## src/hw/rtl/isme_pkg.sv

```systemverilog
// Package for the interval set merge engine: opcodes, controller command
// and datapath status types. No dependencies.
`default_nettype none

package isme_pkg;

    localparam logic [1:0] OP_INSERT = 2'd0;
    localparam logic [1:0] OP_MEMBER = 2'd1;
    localparam logic [1:0] OP_GAPS   = 2'd2;
    localparam logic [1:0] OP_WGAPS  = 2'd3;

    typedef enum logic [2:0] {
        RD_NONE,
        RD_IDX,
        RD_IDX_M1,
        RD_IDX_K,
        RD_ZERO,
        RD_LAST
    } rd_sel_t;

    typedef enum logic [2:0] {
        IDX_HOLD,
        IDX_CLR,
        IDX_ONE,
        IDX_INC,
        IDX_DEC,
        IDX_COUNT,
        IDX_LO1
    } idx_op_t;

    typedef enum logic [1:0] {
        WR_NONE,
        WR_SHIFT,
        WR_MERGE,
        WR_NEW
    } wr_op_t;

    typedef enum logic [1:0] {
        CNT_HOLD,
        CNT_INC,
        CNT_SUB
    } cnt_op_t;

    typedef enum logic [2:0] {
        GAP_NONE,
        GAP_WINDOW,
        GAP_LEAD,
        GAP_INNER,
        GAP_TRAIL
    } gap_src_t;

    typedef struct packed {
        logic     accept;
        rd_sel_t  rd_sel;
        idx_op_t  idx_op;
        logic     scan_upd;
        wr_op_t   wr_op;
        cnt_op_t  cnt_op;
        logic     cap_head;
        logic     cap_tail;
        gap_src_t gap;
        logic     set_status;
        logic     finish;
    } cmd_t;

    typedef struct packed {
        logic [1:0] op;
        logic       idx_lt_count;
        logic       idx_gt_p;
        logic       cmp_more;
        logic       k_zero;
        logic       full;
        logic       range_empty;
        logic       hull_miss;
        logic       lead_gap;
        logic       trail_gap;
        logic       out_free;
        logic       pend_can;
    } sts_t;

endpackage

`default_nettype wire

```

## src/hw/rtl/interval_set_merge_engine_core.sv

```systemverilog
// Top level of the interval set merge engine: joins isme_ctrl and isme_dp.
// Depends on isme_pkg, isme_ctrl and isme_dp.
//
//  channel | handshake             | payload
//  --------+-----------------------+-----------------------------------------
//  cmd     | cmd_valid / cmd_stall | opcode, range_start, range_end,
//          |                       | query_position
//  rsp     | rsp_valid / rsp_stall | member_found, gap_valid, gap_start,
//          |                       | gap_end, last_result, status,
//          |                       | interval_count
//
// One item at a time; the table is a memory with registered read, so each
// entry visited takes a read state and a following state that uses the data.
// Reset clears the interval count and the controller; table words need no
// clearing. A stalled result holds the gap listing at its next result.
`default_nettype none

module interval_set_merge_engine_core #(
    parameter int TABLE_DEPTH    = 16,
    parameter int POSITION_WIDTH = 31
) (
    input  wire                               clk,
    input  wire                               rst_n,
    input  wire                               cmd_valid,
    output logic                              cmd_stall,
    input  wire  [1:0]                        opcode,
    input  wire  [POSITION_WIDTH-1:0]         range_start,
    input  wire  [POSITION_WIDTH-1:0]         range_end,
    input  wire  [POSITION_WIDTH-1:0]         query_position,
    output logic                              rsp_valid,
    input  wire                               rsp_stall,
    output logic                              member_found,
    output logic                              gap_valid,
    output logic [POSITION_WIDTH-1:0]         gap_start,
    output logic [POSITION_WIDTH-1:0]         gap_end,
    output logic                              last_result,
    output logic                              status,
    output logic [$clog2(TABLE_DEPTH+1)-1:0]  interval_count
);

    // command and status bundles between controller and datapath
    isme_pkg::cmd_t cmd;
    isme_pkg::sts_t sts;

    // sequence scans, shifts and result transfers
    isme_ctrl u_ctrl (
        .clk       (clk),
        .rst_n     (rst_n),
        .cmd_valid (cmd_valid),
        .cmd_stall (cmd_stall),
        .sts       (sts),
        .cmd       (cmd)
    );

    // hold the table, scan state, pending gap and result register
    isme_dp #(
        .TABLE_DEPTH    (TABLE_DEPTH),
        .POSITION_WIDTH (POSITION_WIDTH)
    ) u_dp (
        .clk            (clk),
        .rst_n          (rst_n),
        .cmd            (cmd),
        .sts            (sts),
        .opcode         (opcode),
        .range_start    (range_start),
        .range_end      (range_end),
        .query_position (query_position),
        .rsp_valid      (rsp_valid),
        .rsp_stall      (rsp_stall),
        .member_found   (member_found),
        .gap_valid      (gap_valid),
        .gap_start      (gap_start),
        .gap_end        (gap_end),
        .last_result    (last_result),
        .status         (status),
        .interval_count (interval_count)
    );

endmodule

`default_nettype wire

```

## src/hw/rtl/isme_dp.sv

```systemverilog
// Datapath of the interval set merge engine: interval table memory,
// scan registers, pending gap and result register. Uses isme_pkg.
`default_nettype none

module isme_dp #(
    parameter int TABLE_DEPTH    = 16,
    parameter int POSITION_WIDTH = 31
) (
    input  wire                               clk,
    input  wire                               rst_n,
    input  wire  isme_pkg::cmd_t              cmd,
    output isme_pkg::sts_t                    sts,
    input  wire  [1:0]                        opcode,
    input  wire  [POSITION_WIDTH-1:0]         range_start,
    input  wire  [POSITION_WIDTH-1:0]         range_end,
    input  wire  [POSITION_WIDTH-1:0]         query_position,
    output logic                              rsp_valid,
    input  wire                               rsp_stall,
    output logic                              member_found,
    output logic                              gap_valid,
    output logic [POSITION_WIDTH-1:0]         gap_start,
    output logic [POSITION_WIDTH-1:0]         gap_end,
    output logic                              last_result,
    output logic                              status,
    output logic [$clog2(TABLE_DEPTH+1)-1:0]  interval_count
);

    localparam int PW = POSITION_WIDTH;
    localparam int AW = (TABLE_DEPTH > 1) ? $clog2(TABLE_DEPTH) : 1;
    localparam int CW = $clog2(TABLE_DEPTH + 1);

    logic [PW-1:0] mem_start [TABLE_DEPTH];
    logic [PW-1:0] mem_end   [TABLE_DEPTH];

    logic [1:0]    op_reg;
    logic [PW-1:0] s_reg, e_reg, q_reg;
    logic [PW-1:0] rd_s_reg, rd_e_reg;
    logic [PW-1:0] ns_reg, ne_reg, hs_reg, he_reg, prev_e_reg;
    logic [PW-1:0] pend_s_reg, pend_e_reg;
    logic          pend_valid_reg;
    logic [CW-1:0] count_reg, idx_reg, k_reg, p_reg;
    logic [AW-1:0] lo_reg;
    logic          found_reg, status_reg;
    logic          out_valid_reg;

    logic [CW-1:0] idx_m1, count_m1;
    logic [CW:0]   idx_k;
    logic [AW-1:0] rd_addr, wr_addr;
    logic [PW-1:0] wr_s, wr_e;
    logic          wr_en;
    logic [PW-1:0] ms, me, new_s, new_e;
    logic          overlap, out_free;

    assign idx_m1   = idx_reg - 1'b1;
    assign count_m1 = count_reg - 1'b1;
    assign idx_k    = {1'b0, idx_reg} + {1'b0, k_reg} - 1'b1;

    always_comb
    begin
        case (cmd.rd_sel)
            isme_pkg::RD_IDX:    rd_addr = idx_reg[AW-1:0];
            isme_pkg::RD_IDX_M1: rd_addr = idx_m1[AW-1:0];
            isme_pkg::RD_IDX_K:  rd_addr = idx_k[AW-1:0];
            isme_pkg::RD_LAST:   rd_addr = count_m1[AW-1:0];
            default:             rd_addr = '0;
        endcase
    end

    always_comb
    begin
        wr_en = 1'b1;
        case (cmd.wr_op)
            isme_pkg::WR_SHIFT:
            begin
                wr_addr = idx_reg[AW-1:0];
                wr_s    = rd_s_reg;
                wr_e    = rd_e_reg;
            end
            isme_pkg::WR_MERGE:
            begin
                wr_addr = lo_reg;
                wr_s    = ns_reg;
                wr_e    = ne_reg;
            end
            isme_pkg::WR_NEW:
            begin
                wr_addr = p_reg[AW-1:0];
                wr_s    = s_reg;
                wr_e    = e_reg;
            end
            default:
            begin
                wr_en   = 1'b0;
                wr_addr = '0;
                wr_s    = s_reg;
                wr_e    = e_reg;
            end
        endcase
    end

    always_ff @(posedge clk)
    begin
        if (wr_en)
        begin
            mem_start[wr_addr] <= wr_s;
            mem_end[wr_addr]   <= wr_e;
        end
        if (cmd.rd_sel != isme_pkg::RD_NONE)
        begin
            rd_s_reg <= mem_start[rd_addr];
            rd_e_reg <= mem_end[rd_addr];
        end
    end

    // strict overlap of the entry just read with the insert range
    assign ms      = (rd_s_reg > s_reg) ? rd_s_reg : s_reg;
    assign me      = (rd_e_reg < e_reg) ? rd_e_reg : e_reg;
    assign overlap = ms < me;

    always_comb
    begin
        case (cmd.gap)
            isme_pkg::GAP_WINDOW:
            begin
                new_s = s_reg;
                new_e = e_reg;
            end
            isme_pkg::GAP_LEAD:
            begin
                new_s = s_reg;
                new_e = hs_reg;
            end
            isme_pkg::GAP_INNER:
            begin
                new_s = prev_e_reg;
                new_e = rd_s_reg;
            end
            default:
            begin
                new_s = he_reg;
                new_e = e_reg;
            end
        endcase
    end

    assign out_free = !out_valid_reg || !rsp_stall;

    always_comb
    begin
        sts.op           = op_reg;
        sts.idx_lt_count = idx_reg < count_reg;
        sts.idx_gt_p     = idx_reg > p_reg;
        sts.cmp_more     = idx_k < {1'b0, count_reg};
        sts.k_zero       = k_reg == '0;
        sts.full         = count_reg == CW'(TABLE_DEPTH);
        sts.range_empty  = e_reg <= s_reg;
        sts.hull_miss    = (count_reg == '0) ||
                           !(((s_reg > hs_reg) ? s_reg : hs_reg) <
                             ((e_reg < he_reg) ? e_reg : he_reg));
        sts.lead_gap     = s_reg < hs_reg;
        sts.trail_gap    = he_reg < e_reg;
        sts.out_free     = out_free;
        sts.pend_can     = !pend_valid_reg || out_free;
    end

    // payload registers
    always_ff @(posedge clk)
    begin
        if (cmd.accept)
        begin
            op_reg <= opcode;
            s_reg  <= range_start;
            e_reg  <= range_end;
            q_reg  <= query_position;
            ns_reg <= range_start;
            ne_reg <= range_end;
        end
        if (cmd.scan_upd && overlap)
        begin
            if (k_reg == '0)
            begin
                lo_reg <= idx_reg[AW-1:0];
            end
            if (rd_s_reg < ns_reg)
            begin
                ns_reg <= rd_s_reg;
            end
            if (rd_e_reg > ne_reg)
            begin
                ne_reg <= rd_e_reg;
            end
        end
        if (cmd.cap_head)
        begin
            hs_reg     <= rd_s_reg;
            prev_e_reg <= rd_e_reg;
        end
        if (cmd.cap_tail)
        begin
            he_reg <= rd_e_reg;
        end
        if (cmd.gap == isme_pkg::GAP_INNER)
        begin
            prev_e_reg <= rd_e_reg;
        end
        if (cmd.gap != isme_pkg::GAP_NONE)
        begin
            pend_s_reg <= new_s;
            pend_e_reg <= new_e;
        end
        if ((cmd.gap != isme_pkg::GAP_NONE) && pend_valid_reg)
        begin
            member_found <= 1'b0;
            gap_valid    <= 1'b1;
            gap_start    <= pend_s_reg;
            gap_end      <= pend_e_reg;
            last_result  <= 1'b0;
            status       <= 1'b0;
        end
        else if (cmd.finish)
        begin
            member_found <= found_reg;
            gap_valid    <= pend_valid_reg;
            gap_start    <= pend_valid_reg ? pend_s_reg : '0;
            gap_end      <= pend_valid_reg ? pend_e_reg : '0;
            last_result  <= 1'b1;
            status       <= status_reg;
        end
        if (((cmd.gap != isme_pkg::GAP_NONE) && pend_valid_reg) || cmd.finish)
        begin
            interval_count <= count_reg;
        end
    end

    // control registers
    always_ff @(posedge clk or negedge rst_n)
    begin
        if (!rst_n)
        begin
            count_reg      <= '0;
            idx_reg        <= '0;
            k_reg          <= '0;
            p_reg          <= '0;
            found_reg      <= 1'b0;
            status_reg     <= 1'b0;
            pend_valid_reg <= 1'b0;
            out_valid_reg  <= 1'b0;
        end
        else
        begin
            case (cmd.idx_op)
                isme_pkg::IDX_CLR:   idx_reg <= '0;
                isme_pkg::IDX_ONE:   idx_reg <= CW'(1);
                isme_pkg::IDX_INC:   idx_reg <= idx_reg + 1'b1;
                isme_pkg::IDX_DEC:   idx_reg <= idx_m1;
                isme_pkg::IDX_COUNT: idx_reg <= count_reg;
                isme_pkg::IDX_LO1:   idx_reg <= CW'(lo_reg) + 1'b1;
                default:             idx_reg <= idx_reg;
            endcase
            case (cmd.cnt_op)
                isme_pkg::CNT_INC: count_reg <= count_reg + 1'b1;
                isme_pkg::CNT_SUB: count_reg <= count_reg - k_reg + 1'b1;
                default:           count_reg <= count_reg;
            endcase
            if (cmd.accept)
            begin
                k_reg      <= '0;
                p_reg      <= '0;
                found_reg  <= 1'b0;
                status_reg <= 1'b0;
            end
            if (cmd.scan_upd)
            begin
                if (overlap)
                begin
                    k_reg <= k_reg + 1'b1;
                end
                if (rd_s_reg <= s_reg)
                begin
                    p_reg <= p_reg + 1'b1;
                end
                if ((op_reg == isme_pkg::OP_MEMBER) && (rd_s_reg <= q_reg) &&
                    (q_reg < rd_e_reg))
                begin
                    found_reg <= 1'b1;
                end
            end
            if (cmd.set_status)
            begin
                status_reg <= 1'b1;
            end
            if (cmd.gap != isme_pkg::GAP_NONE)
            begin
                pend_valid_reg <= 1'b1;
            end
            else if (cmd.finish)
            begin
                pend_valid_reg <= 1'b0;
            end
            if (((cmd.gap != isme_pkg::GAP_NONE) && pend_valid_reg) || cmd.finish)
            begin
                out_valid_reg <= 1'b1;
            end
            else if (!rsp_stall)
            begin
                out_valid_reg <= 1'b0;
            end
        end
    end

    assign rsp_valid = out_valid_reg;

endmodule

`default_nettype wire

```

## src/hw/rtl/isme_ctrl.sv

```systemverilog
// Controller of the interval set merge engine: sequences scans, shifts and
// gap listings by commands to isme_dp. Uses isme_pkg.
`default_nettype none

module isme_ctrl (
    input  wire                 clk,
    input  wire                 rst_n,
    input  wire                 cmd_valid,
    output logic                cmd_stall,
    input  wire isme_pkg::sts_t sts,
    output isme_pkg::cmd_t      cmd
);

    typedef enum logic [4:0] {
        S_IDLE,
        S_DISP,
        S_SCAN_RD,
        S_SCAN_CHK,
        S_SCAN_END,
        S_SHIFT_RD,
        S_SHIFT_WR,
        S_CMP_RD,
        S_CMP_WR,
        S_GAP_HEAD,
        S_GAP_TAIL,
        S_GAP_LAST,
        S_GAP_DEC,
        S_GAP_RD,
        S_GAP_EM,
        S_GAP_TRAIL,
        S_FIN
    } state_t;

    state_t state_reg, state_next;
    logic   stall_reg;
    logic   win;

    assign win = sts.op == isme_pkg::OP_WGAPS;

    always_comb
    begin
        cmd            = '0;
        cmd.rd_sel     = isme_pkg::RD_NONE;
        cmd.idx_op     = isme_pkg::IDX_HOLD;
        cmd.wr_op      = isme_pkg::WR_NONE;
        cmd.cnt_op     = isme_pkg::CNT_HOLD;
        cmd.gap        = isme_pkg::GAP_NONE;
        state_next     = state_reg;
        case (state_reg)
            S_IDLE:
            begin
                if (cmd_valid && !stall_reg)
                begin
                    cmd.accept = 1'b1;
                    cmd.idx_op = isme_pkg::IDX_CLR;
                    state_next = S_DISP;
                end
            end
            S_DISP:
            begin
                if (sts.op == isme_pkg::OP_INSERT)
                begin
                    state_next = sts.range_empty ? S_FIN : S_SCAN_RD;
                end
                else if (sts.op == isme_pkg::OP_MEMBER)
                begin
                    state_next = S_SCAN_RD;
                end
                else
                begin
                    state_next = S_GAP_HEAD;
                end
            end
            S_SCAN_RD:
            begin
                if (sts.idx_lt_count)
                begin
                    cmd.rd_sel = isme_pkg::RD_IDX;
                    state_next = S_SCAN_CHK;
                end
                else
                begin
                    state_next = S_SCAN_END;
                end
            end
            S_SCAN_CHK:
            begin
                cmd.scan_upd = 1'b1;
                cmd.idx_op   = isme_pkg::IDX_INC;
                state_next   = S_SCAN_RD;
            end
            S_SCAN_END:
            begin
                if (sts.op == isme_pkg::OP_MEMBER)
                begin
                    state_next = S_FIN;
                end
                else if (!sts.k_zero)
                begin
                    cmd.wr_op  = isme_pkg::WR_MERGE;
                    cmd.idx_op = isme_pkg::IDX_LO1;
                    state_next = S_CMP_RD;
                end
                else if (sts.full)
                begin
                    cmd.set_status = 1'b1;
                    state_next     = S_FIN;
                end
                else
                begin
                    cmd.idx_op = isme_pkg::IDX_COUNT;
                    state_next = S_SHIFT_RD;
                end
            end
            S_SHIFT_RD:
            begin
                if (sts.idx_gt_p)
                begin
                    cmd.rd_sel = isme_pkg::RD_IDX_M1;
                    state_next = S_SHIFT_WR;
                end
                else
                begin
                    cmd.wr_op  = isme_pkg::WR_NEW;
                    cmd.cnt_op = isme_pkg::CNT_INC;
                    state_next = S_FIN;
                end
            end
            S_SHIFT_WR:
            begin
                cmd.wr_op  = isme_pkg::WR_SHIFT;
                cmd.idx_op = isme_pkg::IDX_DEC;
                state_next = S_SHIFT_RD;
            end
            S_CMP_RD:
            begin
                if (sts.cmp_more)
                begin
                    cmd.rd_sel = isme_pkg::RD_IDX_K;
                    state_next = S_CMP_WR;
                end
                else
                begin
                    cmd.cnt_op = isme_pkg::CNT_SUB;
                    state_next = S_FIN;
                end
            end
            S_CMP_WR:
            begin
                cmd.wr_op  = isme_pkg::WR_SHIFT;
                cmd.idx_op = isme_pkg::IDX_INC;
                state_next = S_CMP_RD;
            end
            S_GAP_HEAD:
            begin
                cmd.rd_sel = isme_pkg::RD_ZERO;
                state_next = S_GAP_TAIL;
            end
            S_GAP_TAIL:
            begin
                cmd.cap_head = 1'b1;
                cmd.rd_sel   = isme_pkg::RD_LAST;
                state_next   = S_GAP_LAST;
            end
            S_GAP_LAST:
            begin
                cmd.cap_tail = 1'b1;
                state_next   = S_GAP_DEC;
            end
            S_GAP_DEC:
            begin
                cmd.idx_op = isme_pkg::IDX_ONE;
                if (win && sts.range_empty)
                begin
                    state_next = S_FIN;
                end
                else if (win && sts.hull_miss)
                begin
                    cmd.gap    = isme_pkg::GAP_WINDOW;
                    state_next = S_FIN;
                end
                else
                begin
                    if (win && sts.lead_gap)
                    begin
                        cmd.gap = isme_pkg::GAP_LEAD;
                    end
                    state_next = S_GAP_RD;
                end
            end
            S_GAP_RD:
            begin
                if (sts.idx_lt_count)
                begin
                    cmd.rd_sel = isme_pkg::RD_IDX;
                    state_next = S_GAP_EM;
                end
                else
                begin
                    state_next = S_GAP_TRAIL;
                end
            end
            S_GAP_EM:
            begin
                if (sts.pend_can)
                begin
                    cmd.gap    = isme_pkg::GAP_INNER;
                    cmd.idx_op = isme_pkg::IDX_INC;
                    state_next = S_GAP_RD;
                end
            end
            S_GAP_TRAIL:
            begin
                if (win && sts.trail_gap)
                begin
                    if (sts.pend_can)
                    begin
                        cmd.gap    = isme_pkg::GAP_TRAIL;
                        state_next = S_FIN;
                    end
                end
                else
                begin
                    state_next = S_FIN;
                end
            end
            S_FIN:
            begin
                if (sts.out_free)
                begin
                    cmd.finish = 1'b1;
                    state_next = S_IDLE;
                end
            end
            default:
            begin
                state_next = S_IDLE;
            end
        endcase
    end

    always_ff @(posedge clk or negedge rst_n)
    begin
        if (!rst_n)
        begin
            state_reg <= S_IDLE;
            stall_reg <= 1'b0;
        end
        else
        begin
            state_reg <= state_next;
            stall_reg <= state_next != S_IDLE;
        end
    end

    assign cmd_stall = stall_reg;

endmodule

`default_nettype wire

```

## config.mk

```make
export PLATFORM = sky130hd
export DESIGN_NAME = interval_set_merge_engine_core
export DESIGN_NICKNAME = d
export VERILOG_FILES = /design/src/hw/rtl/isme_pkg.sv /design/src/hw/rtl/interval_set_merge_engine_core.sv /design/src/hw/rtl/isme_dp.sv /design/src/hw/rtl/isme_ctrl.sv
export SDC_FILE = /design/constraint.sdc
export NUM_CORES = 2
export LEC_CHECK = 0
export ABC_AREA = 1
export ABC_CLOCK_PERIOD_IN_PS = 6850
export BUFFER_PORTS_ARGS = -buffer_cell sky130_fd_sc_hd__buf_2
export CAP_MARGIN = 20
export CORE_AREA = 2 2 359 361
export CTS_CLUSTER_SIZE = 25
export DETAILED_ROUTE_END_ITERATION = 10
export DIE_AREA = 0 0 361 363
export PLACE_DENSITY = 0.74
export SLEW_MARGIN = 10
export SYNTH_ARGS = -nofsm -noshare
export SYNTH_HDL_FRONTEND = slang
export SYNTH_SLANG_ARGS = --single-unit
```

## constraint.sdc

```tcl
create_clock -name clk -period 6.85 [get_ports clk]
set_input_delay 1.37 -clock clk [delete_from_list [all_inputs] [get_ports clk]]
set_output_delay 1.37 -clock clk [all_outputs]
set_load 0.005 [all_outputs]
```

== Word level (Yosys, flattened, before mapping) ==
Memory sizes are Yosys's and may differ from the RTL's. A register that Yosys moved wholly into a read port is not among the register bits.
Cells that the tools add are included.
Word-level totals
  register bits after elaboration: 417
  bits in writable memories: 992
  input bits: 99
  output and inout bits: 73
  word-level logic and storage cells: 229
  memories kept: 2
Cells by class
  $add $sub $neg: 11
  $lt $le $gt $ge: 17
  equality and inequality tests: 38
  mux-type cells: 95
  reduce and logical (&&, ||, !) cells: 37
Memory list
  u_dp.mem_end: depth 16, width 31, read ports 1, clocked after Yosys merged registers in 1, write ports 1, line isme_dp.sv:33  | logic [PW-1:0] mem_end [TABLE_DEPTH];
  u_dp.mem_start: depth 16, width 31, read ports 1, clocked after Yosys merged registers in 1, write ports 1, line isme_dp.sv:32  | logic [PW-1:0] mem_start [TABLE_DEPTH];
Operator list (number)
  $mux W31: 18
  $lt A31 B31 Y1: 8
  $pmux W31 S2: 4
  $mux W5: 20
  $gt A31 B31 Y1: 3
  $le A31 B31 Y1: 3
  $pmux W5 S17: 1
  $eq A5 B4 Y1 const B: 8
  $pmux W5 S6: 1
  $mux W1: 26
  $add A5 B1 Y5 const B: 5
  $mux W3: 8
  $eq A5 B3 Y1 const B: 4
  $eq A3 B2 Y1 const B: 6
  $pmux W3 S6: 1
  $pmux W4 S4: 1
  $logic_not A5 Y1: 3
  $pmux W3 S5: 1
  $mux W2: 7
  $eq A3 B3 Y1 const B: 4
  $pmux W4 S3: 1
  $eq A5 B2 Y1 const B: 2
  $eq A5 B5 Y1 const B: 2
  $pmux W5 S2: 1
  other kinds (29): 60

== Logic depth before layout (Yosys ltp) ==
  depth in word-level cells: 13
  mapped depth: 32
  mapped depth without buffers: 31

== By module ==
Synthesis repeated with hierarchy kept, for this count alone.
Second synthesis, totals
  cells, all modules: 6197
  area, all modules: 68316.8 um2
Modules (own cells, without submodules)
  isme_dp: instances 1, cells each 6022, area each 67469.7 um2, seq. area each 43211.4 um2
  isme_ctrl: instances 1, cells each 175, area each 847.1 um2, seq. area each 150.1 um2

== Worst setup path after synthesis ==
No wires, ideal clock.
  kind: register to register
  start: register u_ctrl.state_reg[4]
  end: memory u_dp.mem_end[4][0] in the netlist's numbering (enable)
  library setup time: 0.558 ns
  arrival: 6.682 ns
  required time: 6.292 ns
  path slack: -0.391 ns
  stages on the path, launching flop included: 20
  path buffers: 1
  clock period less this slack: 7.241 ns
  path through: dfrtp_1 -> inv_2 -> nand2_1 -> nor2_1 -> inv_2 -> nor2_1 -> inv_1 -> nor2_1 -> inv_1 -> nor2_2 -> inv_1 -> nand2_1 -> inv_1 -> ha_1 -> inv_1 -> clkbuf_1 -> o211ai_1 -> nand2_1 -> nand2_1 -> nor3_1
On the way
  cells in the longest elaborated chain, start to end: 8
  elaborated cells on any way between the ends: 14
  classes of those cells: eq/ne: 7; mux: 5; reduce/logical: 2
RTL lines
  start: declaration: line isme_ctrl.sv:34  | state_t state_reg, state_next;
  start signal: assignment: line isme_ctrl.sv:251  | state_reg <= state_next;
  $eq A5 B3 Y1 or $eq A5 B4 Y1 (tied branches): line isme_ctrl.sv:49  | case (state_reg)
  $reduce_or A2 Y1 (no source line)
  $pmux W2 S3 (*): line isme_ctrl.sv:49
  $eq A2 B2 Y1 or $eq A2 B1 Y1 (tied branches): line isme_dp.sv:72  | case (cmd.wr_op)
  $reduce_or A3 Y1 (no source line)
  $mux W1: line isme_dp.sv:72
  $mux W1: line isme_dp.sv:103  | if (wr_en)
  $mux W1 (implied by the code): line isme_dp.sv:106  | mem_end[wr_addr] <= wr_e;
  end: declaration: line isme_dp.sv:33
Every way passes the cells marked *; elsewhere a longest branch is shown, timed or not.

== Final worst setup path ==
  start: register u_dp.idx_reg[1]
  end: register u_dp.rd_e_reg[14] (read register of u_dp.mem_end), data pin
On the way
  cells in the longest elaborated chain, start to end: 7
  elaborated cells on any way between the ends: 16
  classes of those cells: add/sub: 3; order compare: 3; eq/ne: 4; mux: 5; reduce/logical: 1
RTL lines
  start: declaration: line isme_dp.sv:41  | logic [CW-1:0] count_reg, idx_reg, k_reg, p_reg;
  start signal: assignment: line isme_dp.sv:254  | isme_pkg::IDX_INC: idx_reg <= idx_reg + 1'b1;
  start signal: assignment: line isme_dp.sv:255  | isme_pkg::IDX_DEC: idx_reg <= idx_m1;
  start signal: assignment: line isme_dp.sv:256  | isme_pkg::IDX_COUNT: idx_reg <= count_reg;
  $add A5 B5 Y6: line isme_dp.sv:56  | assign idx_k = {1'b0, idx_reg} + {1'b0, k_reg} - 1'b1;
  $sub A6 B1 Y6: line isme_dp.sv:56
  $lt A6 B5 Y1: line isme_dp.sv:153  | sts.cmp_more = idx_k < {1'b0, count_reg};
  $mux W2: line isme_ctrl.sv:137  | if (sts.cmp_more)
  $pmux W3 S5: line isme_ctrl.sv:49
  $eq A3 B3 Y1, or another cell as far along: line isme_dp.sv:60  | case (cmd.rd_sel)
  $pmux W4 S4: line isme_dp.sv:60
  end: declaration: line isme_dp.sv:37  | logic [PW-1:0] rd_s_reg, rd_e_reg;
Parallel ways exist; a longest one is shown, timed or not.
A chain may end at the register's enable or synchronous reset.

==> flow_summary.json <==
{
  "status": "finished clean",
  "grt_pass1_wl_um": 293000,
  "place.gp.congestion": 0.982,
  "synth_ff_type": "edfxtp_1",
  "cts_setup_buffers": 0,
  "cp_top_family": "simple AND/OR/NAND/NOR gates",
  "grt_max_degree": 168,
  "reg_top3": "u_dp.mem_end: 496 flops, u_dp.mem_start: 496 flops",
  "clk_pin_slew_worst_paths_ns": 0.06,
  "numCtsBuffers": 152,
  "final_area_um2": 77700,
  "yosys_register_bits": 1471,
  "dp_hpwl_um": 124000,
  "path_common_cell": "ha_1",
  "r2r-end": "u_dp.rd_e_reg[14]",
  "final_cell_mix": "1,375 x edfxtp_1, 972 x nand2_1, 704 x o21ai_0",
  "firstDrtPassIters": 9,
  "slew_headroom": 0.227,
  "min_from": "u_dp.p_reg[4]",
  "rows": 131,
  "utilization": 0.612,
  "synth_area_um2": 69600,
  "path_cells": "inv_1, ha_1, inv_1, ha_1, fa_1, xor2_1, ha_1, a21oi_1, o2111ai_1, nor3_4, inv_2, or2_1, nand3_4, buf_4, buf_12, or2_2, o21ai_0, o21ai_0, o211ai_1, nand2_1",
  "hold_depth": 1,
  "die_w_um": 361,
  "ios": 172,
  "critPathMaxStageDelay_ns": 0.49,
  "fin_worst_skew_ns": 0.0259,
  "r2r_start": "u_dp.idx_reg[1]",
  "synth_edf_count": 1375,
  "cap_violations": 0,
  "finalSetupViolCount": 0,
  "hold_ws_ns": 0.485,
  "crit_type": "reg -> reg",
  "area_delta_synth_final_pct": 11.8,
  "cts_root_buf": "clkbuf_16",
  "crit_arrival_ns": 6.26,
  "die_area_um2": 131000,
  "drt_iter0_drc": 6587,
  "crit_buf_inv": 5,
  "reg2reg_depth": 20,
  "cts_tree": "yes",
  "cp_slowest_cell": "dfrtp_1",
  "ctsResizeCount": 0,
  "crit_path_end_kind": "flip-flop",
  "htree_levels": 4,
  "yosys.area.top_type": "edfxtp_1",
  "synthTopCellsByArea": "edfxtp_1 59%, ha_1 6.8%, nand2_1 5.3%",
  "wire_per_inst_um": 24.2,
  "die_h_um": 363,
  "tightest_slew_ns": 1.16,
  "ys_types": 54,
  "detail-route-antenna-nets": 0,
  "grt.total_usage": 0.297,
  "wirelength_um": 198000,
  "start_util": 0.548,
  "cts_max_path_buffers": 3,
  "fin_crit_ns": 5.68,
  "fill_cells": 9829,
  "syn_area_per_cell_um2": 11.2,
  "cp_max_fo": 127,
  "vias_per_cell": 6.19,
  "layout.nets": 6853,
  "p_per_area_nw_per_um2": 432,
  "reg2reg_slack_ns": 1.17,
  "fmax_mhz": 176,
  "holdBufCountCts": 0,
  "core-area_um2": 127000,
  "syn-num-nets": 6700,
  "p_leak_nw": 28.9,
  "period_share": 0.829,
  "rsz0062_at_grt": "no",
  "placed_cell_area_um2": 72700,
  "port_buffers": 171,
  "grt_pass1_vias": 47500,
  "synthCells": 6220,
  "worstPathRequired_ns": 7.43,
  "final_common_cell": "edfxtp_1",
  "slew_viol_final": 0,
  "drive_gt1_frac": 0.133,
  "cts_num_sinks": 1471,
  "antennaDiodeCount": 0,
  "startpoint_type": "flip-flop",
  "vias": 50500,
  "ir_drop_uv": 300,
  "clk_latency_ns": 0.79,
  "hold_viol": 0,
  "yosys.area.top_type_share": 0.594,
  "holdPathEnd": "u_dp.p_reg[4]",
  "hp-class": "reg -> reg",
  "synthArstFlopShare": 0.0204,
  "drc": 0,
  "tns_ns": 0,
  "grt-ovfl-total": 0,
  "ys_seq_area_frac": 0.623,
  "ys.warnings.count": 0,
  "antenna_found_initial": 5
}
-- report_power, final --
| group | internal (mW) | leakage (nW) | switching [mW] |
|---|---|---|---|
| clock | 4.77 | 2.43 | 3.53 |
| sequential | 11.9 | 13.4 | 0.876 |
| combinational | 3.85 | 13.1 | 8.59 |
-- cells by family (layout without fill, tap and decap cells) --
logic type | after synthesis | in the layout | synth area share
multiplexers | 2 | 2 | 0.000288
AND/OR/NAND/NOR | 2025 | 2025 | 0.127
buffers and inverters | 829 | 1102 | 0.0487
adder cells (fa/ha/maj) | 381 | 381 | 0.0688
AO/OA/AOI/OAI | 1500 | 1500 | 0.130
flip-flops | 1471 | 1471 | 0.623
XOR/XNOR | 12 | 12 | 0.00151
-- final cells by class --
cell class,instances,area [µm²],area share
clock buffers,192,4070,0.0523
clock inverters,82,898,0.0116
inverters,501,1910,0.0246
multi-input cells,3920,23000,0.296
flip-flops and latches,1471,43400,0.558
well taps,1662,2080,0.0268
repair buffers,327,2380,0.0307
-- cell usage after synthesis (3+ instances only) --
| cell | number |
|---|---|
| nand3_2 | 3 |
| inv_1 | 490 |
| nor3_1 | 28 |
| nand3b_1 | 3 |
| nor2_1 | 403 |
| dfrtp_1 | 30 |
| ha_1 | 379 |
| o21a_1 | 6 |
| o211ai_1 | 439 |
| a21o_1 | 6 |
| nand3_1 | 283 |
| buf_6 | 17 |
| buf_4 | 10 |
| dfxtp_1 | 66 |
| o22ai_1 | 68 |
| buf_1 | 17 |
| a21oi_1 | 186 |
| xor2_1 | 9 |
| o211ai_2 | 10 |
| xnor2_1 | 3 |
| clkbuf_1 | 217 |
| buf_2 | 64 |
| a31oi_1 | 4 |
| o221ai_1 | 37 |
| or2_2 | 251 |
| edfxtp_1 | 1375 |
| nand4_1 | 56 |
| o2111ai_1 | 3 |
| buf_8 | 3 |
| a211oi_1 | 13 |
| inv_2 | 9 |
| nor4_1 | 10 |
| nand2_1 | 979 |
| o21ai_0 | 713 |
-- through the flow --
| step | instances | total power [mW] | worst slack (ns) |
|---|---|---|---|
| 4_1_cts | 8152 | 33.3 | 1.20 |
| 3_5_place_dp | 7878 | 25.0 | 1.22 |
| 5_1_grt | 8155 | 35.3 | 0.853 |
| 3_3_place_gp | 7878 | 24.6 | 1.43 |
| 2_1_floorplan | 6220 | 20.7 | -0.389 |
| 6_report | 8155 | 33.6 | 1.17 |
-- how the worst max path moves through the flow --
stage	start	endpoint	slack [ns]	cells past startpoint
after global placement	u_dp.s_reg[30]	u_dp.gap_start[3]	1.43	23
after CTS	u_dp.s_reg[30]	u_dp.gap_start[4]	1.20	23
after global routing	u_dp.s_reg[30]	u_dp.gap_start[8]	0.85	24
after floorplan	u_ctrl.state_reg[4]	u_dp.mem_end[6][0]	-0.39	19
after detailed placement	u_dp.s_reg[30]	u_dp.gap_start[4]	1.22	23
final	u_dp.idx_reg[1]	u_dp.rd_e_reg[14]	1.17	20
-- layer usage --
| metal | share of wire | vias to the layer above | track usage |
|---|---|---|---|
| met3 | 0.11 | 408 | 0.0499 |
| met2 | 0.45 | 2951 | 0.459 |
| met5 | 0 | - | 0 |
| met4 | 0.034 | 0 | 0.105 |
| met1 | 0.41 | 24400 | 0.426 |
| li1 | - | 22800 | - |
Power figures use the tool's default switching activity.
